[config.mk]
export PLATFORM = sky130hd
export DESIGN_NAME = fixed_point_pid_with_filters
export DESIGN_NICKNAME = d
export VERILOG_FILES = /design/src/design/fpid_pkg.sv /design/src/design/fpid_mul.sv /design/src/design/fixed_point_pid_with_filters.sv
export VERILOG_INCLUDE_DIRS = /design/src /design/src/design
export SDC_FILE = /design/constraint.sdc
export NUM_CORES = 2
export LEC_CHECK = 0
export BUFFER_PORTS_ARGS = -buffer_cell sky130_fd_sc_hd__buf_2
export CORE_MARGIN = 10
export CORE_UTILIZATION = 30
export DETAILED_ROUTE_END_ITERATION = 8
export PLACE_DENSITY = 0.53
export SYNTH_ARGS = -nofsm -noshare
export SYNTH_HDL_FRONTEND = slang
export SYNTH_HIERARCHICAL = 1
export SYNTH_SLANG_ARGS = --single-unit
[constraint.sdc]
create_clock -name clk -period 9.9 [get_ports clk]
set_input_delay 0 -clock clk [delete_from_list [all_inputs] [get_ports clk]]
set_output_delay 0 -clock clk [all_outputs]
set_load 0.005 [all_outputs]
[src/design/fixed_point_pid_with_filters_defines.svh]
// Assertion helpers used by the module that checks itself.
// Both forms sample on clk and are disabled while rst_n is low.
`ifndef FIXED_POINT_PID_WITH_FILTERS_DEFINES_SVH
`define FIXED_POINT_PID_WITH_FILTERS_DEFINES_SVH

// Consequent must hold in the same cycle as the antecedent.
`define FPID_ASSERT_HOLDS(label, ante, cons, msg) \
  label: assert property (@(posedge clk) disable iff (!rst_n) (ante) |-> (cons)) \
    else $error(msg);

// Consequent must hold in the cycle after the antecedent.
`define FPID_ASSERT_NEXT(label, ante, cons, msg) \
  label: assert property (@(posedge clk) disable iff (!rst_n) (ante) |=> (cons)) \
    else $error(msg);

`endif

[src/design/fpid_pkg.sv]
package fpid_pkg;

  // Q16.16 scaling.
  localparam int QSHIFT = 16;
  localparam int QONE   = 65536;

  // Operand and product widths of the shared multiplier.
  localparam int MW_BITS = 33;
  localparam int PW_BITS = 2 * MW_BITS;

  // Configuration register indexes.
  typedef enum logic [2:0] {
    REG_FF_GAIN   = 3'd0,
    REG_P_GAIN    = 3'd1,
    REG_I_GAIN    = 3'd2,
    REG_D_GAIN    = 3'd3,
    REG_DRIVE_LO  = 3'd4,
    REG_DRIVE_HI  = 3'd5,
    REG_INTEG_LO  = 3'd6,
    REG_INTEG_HI  = 3'd7
  } cfg_reg_t;

  // One request to the shared multiplier. Operands are two's complement.
  typedef struct packed {
    logic               en;
    logic [MW_BITS-1:0] a;
    logic [MW_BITS-1:0] b;
  } mul_req_t;

endpackage

[src/design/fpid_mul.sv]
module fpid_mul (
  input  logic                             clk,
  input  fpid_pkg::mul_req_t               req,
  output logic signed [fpid_pkg::PW_BITS-1:0] prod
);

  logic signed [fpid_pkg::PW_BITS-1:0] prod_r;
  logic signed [fpid_pkg::PW_BITS-1:0] prod_nxt;

  // The product holds while no request is issued.
  always_comb begin
    prod_nxt = prod_r;
    if (req.en) begin
      prod_nxt = signed'(req.a) * signed'(req.b);
    end
  end

  always_ff @(posedge clk) begin
    prod_r <= prod_nxt;
  end

  assign prod = prod_r;

endmodule

[src/design/fixed_point_pid_with_filters.sv]
// Channel   Direction  Handshake             Payload
// in        input      in_valid / in_stall   in_measurement, in_target, in_clear_integral
// out       output     out_valid / out_stall out_drive
// cfg       input      cfg_valid / cfg_ready cfg_index, cfg_data
//
// After acceptance a word passes the input filter if the measurement alpha is nonzero, the
// feed-forward, P and I terms, the derivative term if the derivative gain is nonzero (smoothed
// first if the derivative alpha is nonzero), the drive clamp and the drive filter if its alpha
// is nonzero, then is loaded; every product goes through the one 33 x 33 multiplier in turn.
// Reset is synchronous and active low and restores the register defaults and the history.
// in_stall is high while the sequencer is busy; a finished word may wait in the output
// register while the next one is computed, and only the next load waits for it to drain.

`include "fixed_point_pid_with_filters_defines.svh"

module fixed_point_pid_with_filters #(
  parameter int unsigned MEAS_ALPHA   = 0,
  parameter int unsigned DERIV_ALPHA  = 0,
  parameter int unsigned DRIVE_ALPHA  = 0
) (
  input  logic               clk,
  input  logic               rst_n,
  // Measurement words.
  input  logic               in_valid,
  output logic               in_stall,
  input  logic signed [15:0] in_measurement,
  input  logic signed [15:0] in_target,
  input  logic               in_clear_integral,
  // Drive words.
  output logic               out_valid,
  input  logic               out_stall,
  output logic signed [15:0] out_drive,
  // Register writes.
  input  logic               cfg_valid,
  output logic               cfg_ready,
  input  logic [2:0]         cfg_index,
  input  logic [31:0]        cfg_data
);

  localparam int MW = fpid_pkg::MW_BITS;
  localparam int PW = fpid_pkg::PW_BITS;
  // The sum of the four terms stays well inside this width.
  localparam int SW = 52;
  localparam int QS = fpid_pkg::QSHIFT;

  // Filter weights as multiplier operands: alpha and its complement to one.
  localparam logic [MW-1:0] IN_W   = MW'(MEAS_ALPHA);
  localparam logic [MW-1:0] IN_WC  = MW'(fpid_pkg::QONE - MEAS_ALPHA);
  localparam logic [MW-1:0] DER_W  = MW'(DERIV_ALPHA);
  localparam logic [MW-1:0] DER_WC = MW'(fpid_pkg::QONE - DERIV_ALPHA);
  localparam logic [MW-1:0] OUT_W  = MW'(DRIVE_ALPHA);
  localparam logic [MW-1:0] OUT_WC = MW'(fpid_pkg::QONE - DRIVE_ALPHA);

  // Sequencer states. Each state issues at most one product, which the
  // following state consumes.
  typedef enum logic [17:0] {
    ST_IDLE  = 18'h00001,
    ST_XA    = 18'h00002,
    ST_XB    = 18'h00004,
    ST_XC    = 18'h00008,
    ST_FF    = 18'h00010,
    ST_P     = 18'h00020,
    ST_I     = 18'h00040,
    ST_IC    = 18'h00080,
    ST_ADDI  = 18'h00100,
    ST_DA    = 18'h00200,
    ST_DB    = 18'h00400,
    ST_DC    = 18'h00800,
    ST_DM    = 18'h01000,
    ST_DADD  = 18'h02000,
    ST_CLAMP = 18'h04000,
    ST_OA    = 18'h08000,
    ST_OB    = 18'h10000,
    ST_OC    = 18'h20000
  } state_t;

  state_t state_r, state_nxt;

  // Configuration registers.
  logic signed [31:0] ff_r, ff_nxt;
  logic signed [31:0] pg_r, pg_nxt;
  logic signed [31:0] ig_r, ig_nxt;
  logic signed [31:0] dg_r, dg_nxt;
  logic signed [15:0] dlo_r, dlo_nxt;
  logic signed [15:0] dhi_r, dhi_nxt;
  logic signed [15:0] ilo_r, ilo_nxt;
  logic signed [15:0] ihi_r, ihi_nxt;

  // Controller history. Every value fits in at most 33 bits.
  logic signed [31:0] fi_r, fi_nxt;
  logic signed [31:0] integ_r, integ_nxt;
  logic signed [32:0] df_r, df_nxt;
  logic signed [15:0] last_r, last_nxt;

  // Working registers of one step.
  logic signed [15:0]    m_r, m_nxt;
  logic signed [15:0]    s_r, s_nxt;
  logic signed [31:0]    x_r, x_nxt;
  logic signed [32:0]    e_r, e_nxt;
  logic signed [32:0]    r_r, r_nxt;
  logic signed [SW-1:0]  sum_r, sum_nxt;
  logic signed [PW-1:0]  acc_r, acc_nxt;
  logic signed [15:0]    y_r, y_nxt;
  logic                  out_valid_r, out_valid_nxt;
  logic signed [15:0]    out_drive_r, out_drive_nxt;

  fpid_pkg::mul_req_t    mul_req;
  logic signed [PW-1:0]  prod;
  logic signed [PW-1:0]  prod_sh;
  logic signed [SW-1:0]  prod_lo;
  logic signed [SW-1:0]  prod_sh_lo;
  logic signed [PW-1:0]  blend_sum;
  logic signed [PW-1:0]  blend_q;

  logic signed [SW-1:0]  integ_w;
  logic signed [SW-1:0]  ilo_w;
  logic signed [SW-1:0]  ihi_w;
  logic signed [31:0]    ilo_q;
  logic signed [31:0]    ihi_q;
  logic signed [31:0]    integ_clamped;
  logic signed [SW-1:0]  sum_sh;
  logic signed [SW-1:0]  dlo_w;
  logic signed [SW-1:0]  dhi_w;
  logic signed [15:0]    y_clamped;
  logic                  out_free;
  logic                  in_accept;

  fpid_mul u_mul (
    .clk  (clk),
    .req  (mul_req),
    .prod (prod)
  );

  assign in_accept = in_valid && !in_stall;
  assign out_free  = !out_valid_r || !out_stall;

  // Products are floored by an arithmetic shift. The second half of every
  // blend lands in prod while the first half waits in acc_r.
  assign prod_sh    = prod >>> QS;
  assign prod_lo    = prod[SW-1:0];
  assign prod_sh_lo = prod_sh[SW-1:0];
  assign blend_sum  = acc_r + prod;
  assign blend_q    = blend_sum >>> QS;

  // Integral update and clamp. The low limit is tested first, so crossed
  // limits resolve toward the low limit below it and the high one above.
  assign ilo_q   = {ilo_r, 16'h0000};
  assign ihi_q   = {ihi_r, 16'h0000};
  assign ilo_w   = {{(SW-32){ilo_r[15]}}, ilo_r, 16'h0000};
  assign ihi_w   = {{(SW-32){ihi_r[15]}}, ihi_r, 16'h0000};
  assign integ_w = {{(SW-32){integ_r[31]}}, integ_r} + prod_sh_lo;

  always_comb begin
    if (integ_w < ilo_w) begin
      integ_clamped = ilo_q;
    end else if (integ_w > ihi_w) begin
      integ_clamped = ihi_q;
    end else begin
      integ_clamped = integ_w[31:0];
    end
  end

  // Drive clamp, with the same ordering as the integral clamp.
  assign sum_sh = sum_r >>> QS;
  assign dlo_w  = {{(SW-16){dlo_r[15]}}, dlo_r};
  assign dhi_w  = {{(SW-16){dhi_r[15]}}, dhi_r};

  always_comb begin
    if (sum_sh < dlo_w) begin
      y_clamped = dlo_r;
    end else if (sum_sh > dhi_w) begin
      y_clamped = dhi_r;
    end else begin
      y_clamped = sum_sh[15:0];
    end
  end

  // Register writes are to be issued only while the block is idle; the block itself does not enforce this.
  assign cfg_ready = 1'b1;

  always_comb begin
    ff_nxt  = ff_r;
    pg_nxt  = pg_r;
    ig_nxt  = ig_r;
    dg_nxt  = dg_r;
    dlo_nxt = dlo_r;
    dhi_nxt = dhi_r;
    ilo_nxt = ilo_r;
    ihi_nxt = ihi_r;
    if (cfg_valid && cfg_ready) begin
      case (fpid_pkg::cfg_reg_t'(cfg_index))
        fpid_pkg::REG_FF_GAIN:  ff_nxt  = cfg_data;
        fpid_pkg::REG_P_GAIN:   pg_nxt  = cfg_data;
        fpid_pkg::REG_I_GAIN:   ig_nxt  = cfg_data;
        fpid_pkg::REG_D_GAIN:   dg_nxt  = cfg_data;
        fpid_pkg::REG_DRIVE_LO: dlo_nxt = cfg_data[15:0];
        fpid_pkg::REG_DRIVE_HI: dhi_nxt = cfg_data[15:0];
        fpid_pkg::REG_INTEG_LO: ilo_nxt = cfg_data[15:0];
        fpid_pkg::REG_INTEG_HI: ihi_nxt = cfg_data[15:0];
        default: begin
        end
      endcase
    end
  end

  // Sequencer.
  always_comb begin
    state_nxt     = state_r;
    fi_nxt        = fi_r;
    integ_nxt     = integ_r;
    df_nxt        = df_r;
    last_nxt      = last_r;
    m_nxt         = m_r;
    s_nxt         = s_r;
    x_nxt         = x_r;
    e_nxt         = e_r;
    r_nxt         = r_r;
    sum_nxt       = sum_r;
    acc_nxt       = acc_r;
    y_nxt         = y_r;
    out_drive_nxt = out_drive_r;
    out_valid_nxt = out_valid_r && out_stall;
    mul_req       = '0;

    case (state_r)
      ST_IDLE: begin
        if (in_accept) begin
          m_nxt = in_measurement;
          s_nxt = in_target;
          if (in_clear_integral) begin
            integ_nxt = '0;
          end
          if (MEAS_ALPHA == 0) begin
            x_nxt     = {in_measurement, 16'h0000};
            state_nxt = ST_FF;
          end else begin
            state_nxt = ST_XA;
          end
        end
      end

      // Input filter: blend of the new sample and the previous filtered value.
      ST_XA: begin
        mul_req.en = 1'b1;
        mul_req.a  = IN_W;
        mul_req.b  = {{(MW-32){m_r[15]}}, m_r, 16'h0000};
        state_nxt  = ST_XB;
      end
      ST_XB: begin
        acc_nxt    = prod;
        mul_req.en = 1'b1;
        mul_req.a  = IN_WC;
        mul_req.b  = {{(MW-32){fi_r[31]}}, fi_r};
        state_nxt  = ST_XC;
      end
      ST_XC: begin
        x_nxt     = blend_q[31:0];
        state_nxt = ST_FF;
      end

      // Feed-forward product; the target is taken in integer units, so the
      // product is already the Q16.16 term.
      ST_FF: begin
        mul_req.en = 1'b1;
        mul_req.a  = {{(MW-32){ff_r[31]}}, ff_r};
        mul_req.b  = {{(MW-16){s_r[15]}}, s_r};
        e_nxt      = {s_r[15], s_r, 16'h0000} - {x_r[31], x_r};
        state_nxt  = ST_P;
      end
      ST_P: begin
        sum_nxt    = prod_lo;
        mul_req.en = 1'b1;
        mul_req.a  = {{(MW-32){pg_r[31]}}, pg_r};
        mul_req.b  = e_r;
        state_nxt  = ST_I;
      end
      ST_I: begin
        sum_nxt    = sum_r + prod_sh_lo;
        mul_req.en = 1'b1;
        mul_req.a  = {{(MW-32){ig_r[31]}}, ig_r};
        mul_req.b  = e_r;
        state_nxt  = ST_IC;
      end
      ST_IC: begin
        integ_nxt = integ_clamped;
        r_nxt     = {fi_r[31], fi_r} - {x_r[31], x_r};
        state_nxt = ST_ADDI;
      end
      ST_ADDI: begin
        sum_nxt = sum_r + {{(SW-32){integ_r[31]}}, integ_r};
        fi_nxt  = x_r;
        if (dg_r != '0) begin
          state_nxt = ST_DA;
        end else begin
          state_nxt = ST_CLAMP;
        end
      end

      // Derivative on the measurement, optionally smoothed.
      ST_DA: begin
        if (DERIV_ALPHA == 0) begin
          df_nxt    = r_r;
          state_nxt = ST_DM;
        end else begin
          mul_req.en = 1'b1;
          mul_req.a  = DER_W;
          mul_req.b  = r_r;
          state_nxt  = ST_DB;
        end
      end
      ST_DB: begin
        acc_nxt    = prod;
        mul_req.en = 1'b1;
        mul_req.a  = DER_WC;
        mul_req.b  = df_r;
        state_nxt  = ST_DC;
      end
      ST_DC: begin
        df_nxt    = blend_q[32:0];
        state_nxt = ST_DM;
      end
      ST_DM: begin
        mul_req.en = 1'b1;
        mul_req.a  = {{(MW-32){dg_r[31]}}, dg_r};
        mul_req.b  = df_r;
        state_nxt  = ST_DADD;
      end
      ST_DADD: begin
        sum_nxt   = sum_r + prod_sh_lo;
        state_nxt = ST_CLAMP;
      end

      // Clamp to the drive limits; without output smoothing the result is
      // loaded here as soon as the output register is free.
      ST_CLAMP: begin
        if (DRIVE_ALPHA == 0) begin
          if (out_free) begin
            last_nxt      = y_clamped;
            out_drive_nxt = y_clamped;
            out_valid_nxt = 1'b1;
            state_nxt     = ST_IDLE;
          end
        end else begin
          y_nxt     = y_clamped;
          state_nxt = ST_OA;
        end
      end

      // Output smoothing weights the previous drive by alpha.
      ST_OA: begin
        mul_req.en = 1'b1;
        mul_req.a  = OUT_W;
        mul_req.b  = {{(MW-16){last_r[15]}}, last_r};
        state_nxt  = ST_OB;
      end
      ST_OB: begin
        acc_nxt    = prod;
        mul_req.en = 1'b1;
        mul_req.a  = OUT_WC;
        mul_req.b  = {{(MW-16){y_r[15]}}, y_r};
        state_nxt  = ST_OC;
      end
      ST_OC: begin
        if (out_free) begin
          last_nxt      = blend_q[15:0];
          out_drive_nxt = blend_q[15:0];
          out_valid_nxt = 1'b1;
          state_nxt     = ST_IDLE;
        end
      end

      default: begin
        state_nxt = ST_IDLE;
      end
    endcase
  end

  // Control, configuration and history registers.
  always_ff @(posedge clk) begin
    if (!rst_n) begin
      state_r     <= ST_IDLE;
      out_valid_r <= 1'b0;
      ff_r        <= '0;
      pg_r        <= '0;
      ig_r        <= '0;
      dg_r        <= '0;
      dlo_r       <= 16'sh8000;
      dhi_r       <= 16'sh7fff;
      ilo_r       <= 16'sh8000;
      ihi_r       <= 16'sh7fff;
      fi_r        <= '0;
      integ_r     <= '0;
      df_r        <= '0;
      last_r      <= '0;
    end else begin
      state_r     <= state_nxt;
      out_valid_r <= out_valid_nxt;
      ff_r        <= ff_nxt;
      pg_r        <= pg_nxt;
      ig_r        <= ig_nxt;
      dg_r        <= dg_nxt;
      dlo_r       <= dlo_nxt;
      dhi_r       <= dhi_nxt;
      ilo_r       <= ilo_nxt;
      ihi_r       <= ihi_nxt;
      fi_r        <= fi_nxt;
      integ_r     <= integ_nxt;
      df_r        <= df_nxt;
      last_r      <= last_nxt;
    end
  end

  // Working values of the current step.
  always_ff @(posedge clk) begin
    m_r         <= m_nxt;
    s_r         <= s_nxt;
    x_r         <= x_nxt;
    e_r         <= e_nxt;
    r_r         <= r_nxt;
    sum_r       <= sum_nxt;
    acc_r       <= acc_nxt;
    y_r         <= y_nxt;
    out_drive_r <= out_drive_nxt;
  end

  assign in_stall  = (state_r != ST_IDLE);
  assign out_valid = out_valid_r;
  assign out_drive = out_drive_r;

  `FPID_ASSERT_NEXT(a_accept_starts_step, in_accept, state_r != ST_IDLE, "accepted word did not start a step")
  `FPID_ASSERT_HOLDS(a_integ_in_limits, (state_r == ST_ADDI) && (ilo_r <= ihi_r), (integ_r >= ilo_q) && (integ_r <= ihi_q), "integral outside its limits")
  `FPID_ASSERT_HOLDS(a_out_from_load, $rose(out_valid_r), ($past(state_r) == ST_CLAMP) || ($past(state_r) == ST_OC), "drive word raised outside a load state")
  `FPID_ASSERT_HOLDS(a_df_written_in_deriv, $past(rst_n) && !$stable(df_r), ($past(state_r) == ST_DA) || ($past(state_r) == ST_DC), "derivative history changed outside the derivative states")

endmodule
==> summary.log <==
[drt] detailed-route wire length per cell 20.8 um
[floorplan] core area 0.231 mm^2
[synthesis] leading cell types by count after synthesis inv_1, nand2_1, fa_1, and2_1, ha_1
[grt] Total Routing Usage GR 0.177
[worst_setup_path] Startpoint Class register
[worst_setup_path] Worst Path Class, Setup register to register
[synthesis] most repeated cell in the gate-level netlist after synthesis inv_1
[synthesis] share of the synthesized area in the top cell type 0.330
[timing] final setup fails 0
[timing] fin. max-slew vios 0
[power_and_ir_drop] part of the total power dissipated in the clock network 0.427
[grt] global-route wire length before repair 348 mm
[synthesis] share of flip-flops with an asynchronous set or reset 0
[layout] FF+latch area 0.0114 mm^2
[timing] final critical-path share of the clock period 0.964
[timing] number of failing hold endpoints at the final stage 0
[worst_setup_path] required time at the worst-slack endpoint 10310 ps
[clock_tree] CTS buffer count 56
[clock_tree] TritonCTS clock tree done
[floorplan] area enclosed by the die boundary 0.252 mm^2
[layout] fill cell instance count of the final layout 23636
[power_and_ir_drop] Net Sw Frac 0.290
[timing] highest attainable clock frequency 0.105 GHz
[job] count of maximum capacitance violations 0
[worst_setup_path] biggest fanout along the worst timing path 33
[timing] Final Hold Slack 52.7 ps
[place] GPL Wtd Cong 0.927
[place] HPWL after detailed placement 181 mm
[worst_setup_path] worst-path cell with the longest stage delay fa_1
[grt] number of global-route vias before repair 57062
[drt] DR vias 53994
[layout] Final Cell Area 0.0777 mm^2
[power_and_ir_drop] Final Power 0.00510 W
[worst_setup_path] Setup crit end kind register
[power_and_ir_drop] relative contribution of combinational cells to total power 0.150
[drt] Detailed Route WL 226 mm
[floorplan] starting utilization of the core area 0.302
[synthesis] Yosys reg bits 468
[synthesis] post-synth cell types 90
[timing] final critical path time including I/O delays and setup 9550 ps
[drt] Detailed Routing Iterations Pass 1 6
[power_and_ir_drop] part of the power in registers 0.423
[synthesis] cell type with the largest total area after synthesis fa_1
[timing] worst rel slew slack 0.171
[grt] largest net degree at the start of global routing 122
[floorplan] number of placement rows 176
[power_and_ir_drop] Max VDD drop 0.000130 V
[place] I/O Buffers 90
[power_and_ir_drop] standby leakage power 36.4 nW
[floorplan] die span in x 502 um
[synthesis] sequential fraction of the synthesis area 0.163
[synthesis] number of enable-type register cells in the synthesized netlist 200
[power_and_ir_drop] total power divided by cell area 65.6 mW/mm^2
[drt] starting DRC count in detailed routing 3626
[floorplan] number of I/O pins 92
[place] total placed instance area 0.0750 mm^2
[grt] remaining global-route overflow 0
[timing] slew of the pin with the lowest slew margin 1240 ps
[synthesis] main area contributors after synthesis fa_1, ha_1, edfxtp_1
[drt] number of remaining DRC errors 0
[synthesis] dominant register cell in the synthesized netlist dfxtp_1
[worst_setup_path] crit-path max cell delay 560 ps
[synthesis] combined area of all synthesized cells 0.0697 mm^2
[layout] final core utilization 0.337
[worst_setup_path] Register-to-Register Path Depth 33
[layout] multi-input combinational cell area 0.0522 mm^2
[layout] share of cells above drive strength 1 0.0645
[clock_tree] sink count of the clock tree 468
[synthesis] syn_nets 9482
[power_and_ir_drop] internal power 0.00362 W
[layout] total inserted antenna cells 0
[clock_tree] Bufs on Longest Clock Path 3
[timing] clock tree skew after final layout 33.7 ps
[min_path] path type of the worst min-delay path primary input to register
[synthesis] Yosys warnings 6
[drt] drt via density 4.97
[worst_setup_path] most numerous cell on the critical path fa_1
[power_and_ir_drop] net load switching power 0.00148 W
[clock_tree] clock root buffer clkbuf_16
[grt] antenna violations before repair 9
[synthesis] number of cells produced by synthesis 7718
[drt] remaining antenna violation count after routing 0
[min_path] worst hold path stage count 2
[worst_setup_path] WP data arrival 9960 ps
[clock_tree] worst skew pair latency 680 ps
[clock_tree] level count of the clock H-tree 2
[floorplan] vertical extent of the die 502 um
[outcome] status completed
[clock_tree] Worst-path clk slew 60 ps
[layout] area delta synth->final 11.5%
[layout] Final nets 9560
[synthesis] synthesized area per cell 9.03 um^2
## state kept, by name, summed over array words and instances, names as in the netlist, 17 cells and up
| signal | cells |
|---|---|
| u_mul/prod | 66 |
| ff_r | 32 |
| dg_r | 32 |
| pg_r | 32 |
| sum_r | 52 |
| r_r | 17 |
| df_r | 17 |
| integ_r | 32 |
| ig_r | 32 |
| e_r | 17 |
## final timing paths
path | startpoint | to | slack (ps)
worst max-delay path | state_r[14] | u_mul/prod[58] | 350
worst min-delay path | in_measurement[1] | x_r[17] | 50
worst max register to register | state_r[14] | u_mul/prod[58] | 350
worst min register to register | ff_r[16] | ff_r[16] | 470
## through the flow
stage,instances,setup TNS [ps],worst slack (ps)
6_report,10870,0,352
5_1_grt,10870,-98.9,-56.0
4_1_cts,10868,0,31.4
3_5_place_dp,10688,0,8.02
3_3_place_gp,10688,0,45.1
2_1_floorplan,7718,0,170
## logic make-up (layout without fill, tap and decap cells)
| group | Yosys count | after routing | share of synthesized area |
|---|---|---|---|
| flops | 468 | 468 | 0.163 |
| simple gates | 2335 | 2335 | 0.159 |
| compound gates | 1282 | 1282 | 0.124 |
| fa+ha+maj | 1691 | 1691 | 0.428 |
| buf+inv | 1658 | 1784 | 0.0898 |
| other cells | 1 | 1 | 0.0000538 |
| xor+xnor | 224 | 224 | 0.0282 |
| mux | 59 | 59 | 0.00860 |
## repair_timing
item / CTS / global route
gates cloned: 0 / 1
resized for setup: 1 / 19
hold endpoints to repair: 299 / 0
buffers inserted: 0 / 1
pin swaps: 0 / 2
hold buffers: 74 / 0
setup endpoints to repair: 2 / 13
## layout make-up
type	instances	area share
multi-input combinational	5592	0.672
sequential	468	0.146
inverter	1283	0.0620
tap	3026	0.0487
timing repair buffer	395	0.0464
clock buffer	77	0.0205
clock inverter	29	0.00417
## metal layers
metal / track usage / vias to the layer above / wire length (um)
li1: - / 24777 / -
met1: 0.239 / 27535 / 101000
met4: 0.0475 / 2 / 6760
met2: 0.300 / 1402 / 107000
met5: 0 / - / 13
met3: 0.0236 / 278 / 11600
## placed cells by master, fill, tap and decap left out, types with 20 or more instances in the layout
| cell type | n |
|---|---|
| nand2_1 | 1178 |
| edfxtp_1 | 200 |
| xor2_1 | 71 |
| nor3_1 | 38 |
| o221ai_1 | 21 |
| dlygate4sd3_1 | 74 |
| mux2i_1 | 51 |
| o21a_1 | 20 |
| a31oi_1 | 28 |
| clkbuf_16 | 59 |
| a21oi_1 | 279 |
| o21ai_0 | 213 |
| buf_4 | 177 |
| nand2b_1 | 42 |
| a211oi_1 | 30 |
| buf_12 | 52 |
| nand3_1 | 72 |
| xnor2_1 | 153 |
| and3_1 | 20 |
| a22oi_1 | 117 |
| ha_1 | 540 |
| o211ai_1 | 53 |
| nand4_1 | 69 |
| a21boi_0 | 205 |
| and2_1 | 588 |
| a21o_1 | 145 |
| nor2b_1 | 42 |
| nor2_1 | 191 |
| o21bai_1 | 33 |
| fa_1 | 1147 |
| dfxtp_1 | 268 |
| buf_2 | 89 |
| inv_1 | 1282 |
## power by group through the flow
stage	Clock, W	Sequential, W	Combinational [W]
6_report	0.00218	0.00215	0.000764
2_1_floorplan	0	0.00215	0.000468
4_1_cts	0.00223	0.00215	0.000758
3_5_place_dp	0	0.00219	0.000730
3_3_place_gp	0	0.00219	0.000717
5_1_grt	0.00231	0.00216	0.000841
## critical path: cells and delay by family, from the launching register on
kind / cells / cell delay [ps]
xor+xnor: 1 / 140
simple gates: 7 / 1660
compound gates: 7 / 1610
fa+ha+maj: 9 / 4400
flops: 1 / 330
buf+inv: 9 / 1050
No activity file was read; power rests on OpenSTA's default activity.
